$ cat src/hw/rtl/dsrs_pkg.sv
// ----------------------------------------------------------------------------
// Display shift-register serializer package
// Beat types, frame constants and internal state record shared by the
// serializer step logic and the top level.
// ----------------------------------------------------------------------------
package dsrs_pkg;

  localparam int unsigned FrameBits = 14;
  localparam int unsigned CountW    = 5;

  localparam logic [CountW-1:0] FrameEnd = CountW'(FrameBits);
  localparam logic [CountW-1:0] LatchEnd = CountW'(17);

  typedef enum logic {
    MODE_TICK  = 1'b0,
    MODE_START = 1'b1
  } mode_e;

  typedef struct packed {
    mode_e      mode;
    logic [7:0] segment_byte;
    logic [1:0] select_bits;
    logic [1:0] status_bits;
  } in_t;

  typedef struct packed {
    logic serial_data;
    logic shift_clock;
    logic latch_clock;
    logic output_disable;
    logic busy_res;
    logic frame_done;
  } out_t;

  typedef struct packed {
    logic                 clock_phase;
    logic                 active;
    logic [CountW-1:0]    bit_count;
    logic                 bit_clocked;
    logic                 seen_low_phase;
    logic [FrameBits-1:0] frame_shift;
    logic                 serial_data;
    logic                 shift_clock;
    logic                 latch_clock;
    logic                 output_disable;
  } state_t;

  localparam state_t StateReset = '{
    clock_phase:    1'b0,
    active:         1'b0,
    bit_count:      '0,
    bit_clocked:    1'b1,
    seen_low_phase: 1'b0,
    frame_shift:    '0,
    serial_data:    1'b0,
    shift_clock:    1'b0,
    latch_clock:    1'b0,
    output_disable: 1'b0
  };

  // Bit 0 is sent first: select MSB first, status MSB first, then the
  // segment byte LSB first with a zero pad after bit 0 and after bit 7.
  function automatic logic [FrameBits-1:0] build_frame(input logic [7:0] seg,
                                                       input logic [1:0] sel,
                                                       input logic [1:0] sts);
    logic [FrameBits-1:0] f;
    f = {1'b0, seg[7:1], 1'b0, seg[0], sts[0], sts[1], sel[0], sel[1]};
    return f;
  endfunction

endpackage

$ cat src/hw/rtl/dsrs_step.sv
// ----------------------------------------------------------------------------
// Serializer step logic
// Computes the next state and the line levels for one tick or start beat.
// ----------------------------------------------------------------------------
module dsrs_step (
  input  dsrs_pkg::state_t state_i,
  input  dsrs_pkg::in_t    beat_i,
  output dsrs_pkg::state_t state_o,
  output dsrs_pkg::out_t   res_o
);

  always_comb begin
    dsrs_pkg::state_t s;
    logic done;
    logic go_on;
    logic shifting;

    s        = state_i;
    done     = 1'b0;
    go_on    = 1'b1;
    shifting = 1'b0;

    if (beat_i.mode == dsrs_pkg::MODE_START) begin
      if (!s.active) begin
        s.frame_shift    = dsrs_pkg::build_frame(beat_i.segment_byte, beat_i.select_bits,
                                                 beat_i.status_bits);
        s.active         = 1'b1;
        s.bit_count      = '0;
        s.bit_clocked    = 1'b1;
        s.seen_low_phase = 1'b0;
      end
    end else begin
      s.clock_phase = ~s.clock_phase;
    end

    if (s.active) begin
      shifting = (s.bit_count < dsrs_pkg::FrameEnd) ||
                 ((s.bit_count == dsrs_pkg::FrameEnd) && !s.bit_clocked);
      if (shifting) begin
        if (!s.clock_phase) begin
          go_on            = 1'b0;
          s.seen_low_phase = 1'b1;
          if (s.bit_clocked) begin
            s.serial_data = s.frame_shift[0];
            s.frame_shift = s.frame_shift >> 1;
            s.shift_clock = 1'b0;
            s.bit_count   = s.bit_count + 1'b1;
            s.bit_clocked = 1'b0;
          end
        end else if (!s.seen_low_phase || s.bit_clocked) begin
          go_on = 1'b0;
        end else begin
          s.shift_clock = 1'b1;
          s.bit_clocked = 1'b1;
          if (s.bit_count != dsrs_pkg::FrameEnd) begin
            go_on = 1'b0;
          end else begin
            // Last bit clocked: blank the outputs and raise the latch clock.
            s.output_disable = 1'b1;
            s.latch_clock    = 1'b1;
          end
        end
      end

      // Latch hold: count high phases until the hold ends.
      if (go_on) begin
        if (s.clock_phase) begin
          if (s.bit_clocked) begin
            s.bit_count   = s.bit_count + 1'b1;
            s.bit_clocked = 1'b0;
            if (s.bit_count >= dsrs_pkg::LatchEnd) begin
              s.output_disable = 1'b0;
              s.shift_clock    = 1'b0;
              s.latch_clock    = 1'b0;
              s.active         = 1'b0;
              done             = 1'b1;
            end
          end
        end else begin
          s.bit_clocked = 1'b1;
        end
      end
    end

    state_o = s;

    res_o.serial_data    = s.serial_data;
    res_o.shift_clock    = s.shift_clock;
    res_o.latch_clock    = s.latch_clock;
    res_o.output_disable = s.output_disable;
    res_o.busy_res       = s.active;
    res_o.frame_done     = done;
  end

endmodule

$ cat src/hw/rtl/display_shift_register_serializer_top.sv
// ----------------------------------------------------------------------------
// Display shift-register serializer
// Generates the data, shift clock, latch clock and output enable levels for
// an external serial-in, latched-output shift register driving a display.
// ----------------------------------------------------------------------------
// Usage:
//   Each input beat is either a timer tick (mode 0) that toggles the internal
//   clock phase, or a start (mode 1) that loads a 14-bit frame built from the
//   select, status and segment fields. A start while a frame is in flight is
//   ignored. Every input beat produces exactly one output beat carrying the
//   line levels, the busy flag and a done flag on the beat ending the latch.
//   The state and result registers are written at the edge that accepts the
//   beat, and the result is valid the next cycle.
//   Throughput is one beat per cycle while the receiver keeps up; the whole
//   step is a single pass of logic between the state and result registers.
//   A result that waits for the receiver does not block the input as long as
//   the receiver takes it in the same cycle; while the receiver stalls with a
//   result pending, in_ready_o stays low and nothing is lost.
//   Reset returns the phase to low, the block to idle and all lines low.
// ----------------------------------------------------------------------------
module display_shift_register_serializer_top (
  input  logic           clk_i,
  input  logic           rst_ni,
  input  logic           in_valid_i,
  output logic           in_ready_o,
  input  dsrs_pkg::in_t  in_data_i,
  output logic           out_valid_o,
  input  logic           out_ready_i,
  output dsrs_pkg::out_t out_data_o
);

  dsrs_pkg::state_t state_q, state_d;
  dsrs_pkg::out_t   res_d, res_q;
  logic             out_valid_q;
  logic             in_fire;

  dsrs_step u_step (
    .state_i (state_q),
    .beat_i  (in_data_i),
    .state_o (state_d),
    .res_o   (res_d)
  );

  assign in_ready_o = !out_valid_q || out_ready_i;
  assign in_fire    = in_valid_i && in_ready_o;

  always_ff @(posedge clk_i or negedge rst_ni) begin
    if (!rst_ni) begin
      state_q     <= dsrs_pkg::StateReset;
      out_valid_q <= 1'b0;
    end else begin
      if (in_fire) begin
        state_q <= state_d;
      end
      if (in_fire) begin
        out_valid_q <= 1'b1;
      end else if (out_ready_i) begin
        out_valid_q <= 1'b0;
      end
    end
  end

  always_ff @(posedge clk_i) begin
    if (in_fire) begin
      res_q <= res_d;
    end
  end

  assign out_valid_o = out_valid_q;
  assign out_data_o  = res_q;

endmodule
$ cat config.mk
export PLATFORM = sky130hd
export DESIGN_NAME = display_shift_register_serializer_top
export DESIGN_NICKNAME = d
export VERILOG_FILES = /design/src/hw/rtl/dsrs_pkg.sv /design/src/hw/rtl/dsrs_step.sv /design/src/hw/rtl/display_shift_register_serializer_top.sv
export SDC_FILE = /design/constraint.sdc
export NUM_CORES = 1
export LEC_CHECK = 0
export BUFFER_PORTS_ARGS = -buffer_cell sky130_fd_sc_hd__buf_2
export CAP_MARGIN = 15
export CELL_PAD_IN_SITES_DETAIL_PLACEMENT = 1
export CELL_PAD_IN_SITES_GLOBAL_PLACEMENT = 1
export CORE_MARGIN = 2
export CORE_UTILIZATION = 39
export DETAILED_ROUTE_END_ITERATION = 8
export HOLD_SLACK_MARGIN = 0.06
export PLACE_DENSITY_LB_ADDON = 0.15
export SLEW_MARGIN = 20
export SYNTH_ARGS = -nofsm -noshare
export SYNTH_HDL_FRONTEND = slang
export SYNTH_SLANG_ARGS = --single-unit
export TNS_END_PERCENT = 20
$ cat constraint.sdc
create_clock -name clk_i -period 3.2 [get_ports clk_i]
set_clock_uncertainty 0.1 [all_clocks]
set_input_delay 0.32 -clock clk_i [delete_from_list [all_inputs] [get_ports clk_i]]
set_output_delay 0.32 -clock clk_i [all_outputs]
set_load 0.05 [all_outputs]
======== Yosys cells after proc, flatten, opt, wreduce, memory -nomap -nowiden ========
Cells that the tools add are included.
W data, S select, Z words.
operators by class
  add/subtract/negate cells ............... 2
  $lt $le $gt $ge ......................... 2
  eq/ne operators ......................... 2
  multiplexer cells ....................... 33
  bitwise operators ....................... 1
  reductions and logical operators ........ 10
operators by type and width
  kind                   number
  $mux W25               2
  $mux W16               2
  $mux W26               1
  $mux W22               1
  $mux W21               1
  $mux W3                5
  $mux W1                14
  $mux W7                2
  $mux W6                2
  $add A5 B1 Y5 const B  2
  $eq A5 B4 Y1 const B   1
  $ge A5 B5 Y1 const B   1
  $lt A5 B4 Y1 const B   1
  $mux W5                1
  $ne A5 B4 Y1 const B   1
  $mux W2                2
  $reduce_and A4 Y1      1
  $logic_not A1 Y1       3
  $logic_or A1 B1 Y1     3
  $logic_and A1 B1 Y1    2
  $reduce_bool A2 Y1     1
  $not A1 Y1             1
storage, ports and cells
  flip-flop bits (word level) ............. 34
  bits of input ports ..................... 17
  output and inout bits ................... 8

======== Logic depth before layout (Yosys ltp) ========
  depth in word-level cells ............... 15
  gate-level depth with buffers ........... 16
  gate-level depth less buffers ........... 13

======== By module ========
From an unflattened synthesis, not the netlist that was laid out.
second synthesis, totals
  cell total of the unflattened synthesis .. 223
  area, all modules ....................... 2,477.4 um^2
by module, submodules not included
  module                                 times used  cells an instance  area an instance (um^2)  sequential area each (um^2)
  display_shift_register_serializer_top  1           67                 1,315.0                  882.1
  dsrs_step                              1           156                1,162.4                  0.0

======== Worst setup path before layout ========
OpenSTA, ideal clock, no wires.
  path type ............................... register -> register
  from .................................... register state_q[25] in the netlist's numbering
  to ...................................... register res_q (netlist bit out_data_o[2]) (data pin)
  library setup time ...................... 0.256 ns
  arrival time ............................ 2.832 ns
  required time ........................... 2.844 ns
  setup slack ............................. 0.012 ns
  cell stages (with the launch flop) ...... 17
  path buffers ............................ 3
  clock period less this slack ............ 3.188 ns
  cells stage by stage .................... dfrtp_1 buf_2 nand2b_1 buf_2 nand2_1 inv_1 ha_1 mux2_2 ha_1 xnor2_1 o21ai_0 o31ai_1 nand2_1 a211oi_2 a211o_1 buf_6 o22a_1
RTL lines
  element                 RTL line                                     source
  from (decl)             display_shift_register_serializer_top.sv:32  dsrs_pkg::state_t state_q, state_d;
  from (signal assigned)  display_shift_register_serializer_top.sv:49  state_q <= dsrs_pkg::StateReset;
  from (signal assigned)  display_shift_register_serializer_top.sv:53  state_q <= state_d;
  to (signal assigned)    display_shift_register_serializer_top.sv:65  res_q <= res_d;
  to (decl)               display_shift_register_serializer_top.sv:33  dsrs_pkg::out_t res_d, res_q;

======== Worst setup path after layout ========
  from .................................... register state_q[19] in the netlist's numbering
  to ...................................... register res_q (netlist bit out_data_o[0]) (data pin)
on the way
  cells in the longest elaborated chain, start to end .. 10
  elaborated cells on any way between the ends .. 20
  those cells by class .................... add/sub (1); order compare (1); mux (13); reduce/logical (5)
RTL lines
  element              RTL line         source
  $mux W21             dsrs_step.sv:24  if (!s.active) begin
  $mux W22 (*)         dsrs_step.sv:23  if (beat_i.mode == dsrs_pkg::MODE_START) begin
  $logic_not A1 Y1     dsrs_step.sv:38  ((s.bit_count == dsrs_pkg::FrameEnd) && !s.bit_clocked);
  $logic_and A1 B1 Y1  dsrs_step.sv:38
  $logic_or A1 B1 Y1   dsrs_step.sv:37  shifting = (s.bit_count < dsrs_pkg::FrameEnd) ||
  $mux W25             dsrs_step.sv:39  if (shifting) begin
  $mux W25             dsrs_step.sv:36  if (s.active) begin
  $add A5 B1 Y5        dsrs_step.sv:69  s.bit_count = s.bit_count + 1'b1;
  $ge A5 B5 Y1         dsrs_step.sv:71  if (s.bit_count >= dsrs_pkg::LatchEnd) begin
  $mux W1              dsrs_step.sv:71
Mark *: on every way between the ends. The rest lies on a longest branch, timed or not. The select of a mux whose other input is x is not followed.
A chain may end at the register's enable or synchronous reset.

==> results.md <==
* Run status: finished, violations left
* Failing checks: setup timing
* Power density over the cells at 829 nW/um^2
* H-tree Lvls at 2
* Drt first pass iters at 5
* Clock sinks at 34
* Initial antenna violation count at 0
* Setup slack at placement at 0.0197 ns
* Clock-pin slew of the registers on the worst-case setup and hold paths at 0.08 ns
* Top post-synthesis cells by area: dfrtp_1 (32%), edfxtp_1 (8.5%), nand2_1 (8.1%), o21ai_0 (4.7%), a21oi_1 (3.5%)
* Largest net degree at the start of global routing at 29
* Yosys warning total at 0
* Unrepaired setup endpoints after global routing: yes
* GP Congestion at 0.908
* DIE WIDTH at 77.9 um
* Critical path type: reg2reg
* Largest area contributor in the netlist: dfrtp_1
* Slew @ Worst Pin at 0.674 ns
* Grt ovf at 0
* Syn Area/Cell at 8.52 sq um
* Share of post-route cells with drive strength above 1 at 0.238
* Met1 Resource Use GR at 0.302
* Clock Power Share at 0.147
* Comb pwr share at 0.537
* Maximum VDD drop at between 0.2 and 0.3 mV
* # port buffers at 24
* Total internal power at 1.25 mW
* Met2 GRT Util at 0.339
* Final wirelength at 6.28 mm
* Layout area overhead at 22.5%
* Hpwl dp at around 4.3 mm
* Synth Instances at 250
* First-pass GRT wire length at 10.2 mm
* DR vias/cell at 5.54
* CTS tree: done
* Setup crit end kind: register
* Top FF cell, synth: dfrtp_1
* Wire per inst at 17.2 um
* Nets at between 300 and 400
* EDFF count, synth at 6
* CTS Buf Count at 5
* DIE HEIGHT at between 70 and 80 um
* Synth top area share at 0.317
* Post-route ant nets at 0
* Fmax at just over 300 MHz
* Fin crit share at 1.03
* DRC viols at 0
* Setup TNS at -0.383 ns
* Crit path time final at 3.29 ns
* Vias at 2016
* Static leakage power at between 1 and 1.5 nW
* Pins Over Slew Limit at 0
* Die ar. at 6070 sq um
* GR peak layer: met2
* Async SR Flop Fraction at 0.824
* Core Box Area at between 5000 and 6000 sq um
* # setup viols final at 8
* Sw Pwr at 912 uW
* Top Ports at 25
* Post-synthesis cell type count at 48
* Critical path arrival at between 3 and 4 ns
* Worst Hold Margin at between 0.1 and 0.15 ns
* Final count of hold timing violations at 0
* Synth Register Bits at 34
* Max-cap viol count at 0
* Worst EP required at roughly 3.1 ns
* Sequential area share after synthesis at 0.414
* Sequential power share at 0.316
* Clock Latency Late Sink at a little under 0.3 ns
* Global-route met3 utilization at 0.0430
* Worst setup margin at -0.0911 ns
* Core Rows at 26
* Root buffer cell: clkbuf_8
* HP Class: in2reg
* 1st-iter DRT viols at 88
* Max FO, Critical Path at 4
* CP Launch Type: register
* Final antenna diode count at 0
* Synth Cell Area at 2130 sq um
* All-layer global routing usage at 0.215
* Max transition margin at 0.551
* Initial core utilization at 0.412
* Total Power at 2.16 mW
* Synthesized netlist net count at 270
* CTS Buffer Depth at 2
* Net Sw Frac at 0.422
* Vias in the first global route at 2006
-- final cells by class --
class / instances / area, sq um
fillers: 640 / 2560
multi-input cells: 193 / 1190
flip-flops and latches: 34 / 882
repair buffers: 51 / 329
well taps: 70 / 87.6
clock buffers: 5 / 68.8
inverters: 8 / 30.0
clock inverters: 3 / 16.3
-- repair_timing --
item                                    in CTS  in global routing
buffers inserted                             0                  2
endpoints found under the setup margin       1                  9
gates cloned                                 0                  1
hold endpoints to repair                    27                  0
resized for setup                            1                 12
pin swaps                                    0                  5
hold buffers                                 1                  0
-- through the flow --
stage               utilization  instance area, sq um  cells
floorplan                     -                  2130    250
global placement          0.470                  2430    352
detailed placement        0.470                  2430    352
CTS                       0.488                  2520    361
global route              0.504                  2610    364
finish                    0.504                  2610    364
-- cells in the final DEF (no fill, tap or decap), types with 2 or more instances in the layout --
cell type | netlist | layout
nand2_1 | 46 | 46
dfrtp_1 | 27 | 27
buf_4 | 0 | 25
buf_2 | 5 | 24
nor2_1 | 20 | 20
o21ai_0 | 20 | 18
a21oi_1 | 15 | 15
nand3_1 | 10 | 10
inv_1 | 8 | 8
o22a_1 | 7 | 7
xor2_1 | 6 | 6
edfxtp_1 | 6 | 6
and2_1 | 5 | 5
mux2i_1 | 5 | 5
nor2b_1 | 5 | 5
o22ai_1 | 5 | 5
clkbuf_8 | 0 | 5
nand2b_1 | 4 | 4
o31ai_1 | 4 | 4
xnor2_1 | 5 | 3
a31oi_1 | 3 | 3
or3_4 | 1 | 2
o21a_1 | 2 | 2
xnor2_2 | 0 | 2
nand4_1 | 2 | 2
a22o_1 | 2 | 2
a22oi_1 | 2 | 2
ha_1 | 3 | 2
-- cells in the mapped netlist, types with 2 or more instances --
cell,number
nand2_1,46
a31oi_1,3
a21oi_1,15
buf_2,5
mux2i_1,5
clkbuf_1,7
inv_1,8
o21a_1,2
xnor2_1,5
nand3_1,10
nor2b_1,5
xor2_1,6
or3_1,2
o22a_1,7
edfxtp_1,6
nor2_1,20
nand2b_1,4
a22oi_1,2
o21ai_0,20
a22o_1,2
and2_1,5
dfrtp_1,27
nand4_1,2
o22ai_1,5
ha_1,3
o31ai_1,4
buf_6,3
-- metal layers --
layer	wire length (um)	vias to the layer above
li1	-	968
met1	2970	991
met2	2980	48
met3	229	9
met4	97	0
met5	0	-
-- state kept, by name (all words and copies together) (netlist names) --
| signal | cells |
|---|---|
| out_data_o | 6 |
| out_valid_o | 1 |
| state_q | 27 |
-- power groups by stage --
stage               clock [mW]  combinational, mW  sequential [mW]
floorplan                    0              0.653            0.709
global placement             0              0.991            0.677
detailed placement           0               1.00            0.687
CTS                      0.323               1.02            0.678
global route             0.342               1.30            0.699
finish                   0.317               1.16            0.683
-- cells by family (layout without fill, tap and decap cells) --
kind of cell	Yosys count	in the layout	synth area share
compound gates	70	71	0.213
xor+xnor	11	11	0.0452
fa+ha+maj	3	3	0.0176
buf+inv	24	67	0.0558
flops	34	34	0.414
mux	6	6	0.0288
simple gates	102	102	0.225
-- path summary, 6_finish.rpt --
kind,start,to,slack (ns),depth (start not counted)
max,state_q[19]$_DFFE_PN1P_,out_data_o[0]$_SDFFCE_PN0P_,-0.09,11
min,in_valid_i,out_valid_o$_DFFE_PN0P_,0.15,2
max in group asynchronous,rst_ni,state_q[0]$_DFFE_PN0P_,2.06,2
min in group asynchronous,rst_ni,state_q[20]$_DFFE_PN0P_,0.49,2
min reg2reg,state_q[11]$_DFFE_PN0P_,state_q[11]$_DFFE_PN0P_,0.39,2
max reg2reg,state_q[19]$_DFFE_PN1P_,out_data_o[0]$_SDFFCE_PN0P_,-0.09,11
-- critical path: stages (launching register included) --
cell and delay [ns]:
dfstp_2 0.58, o21ai_2 0.08, or3_4 0.35, o21a_1 0.15
mux2_4 0.33, ha_4 0.18, xnor2_2 0.13, o31ai_1 0.33
nand2_1 0.19, a211oi_4 0.34, a211o_2 0.23, nor2_1 0.04
Power figures use the tool's default switching activity.
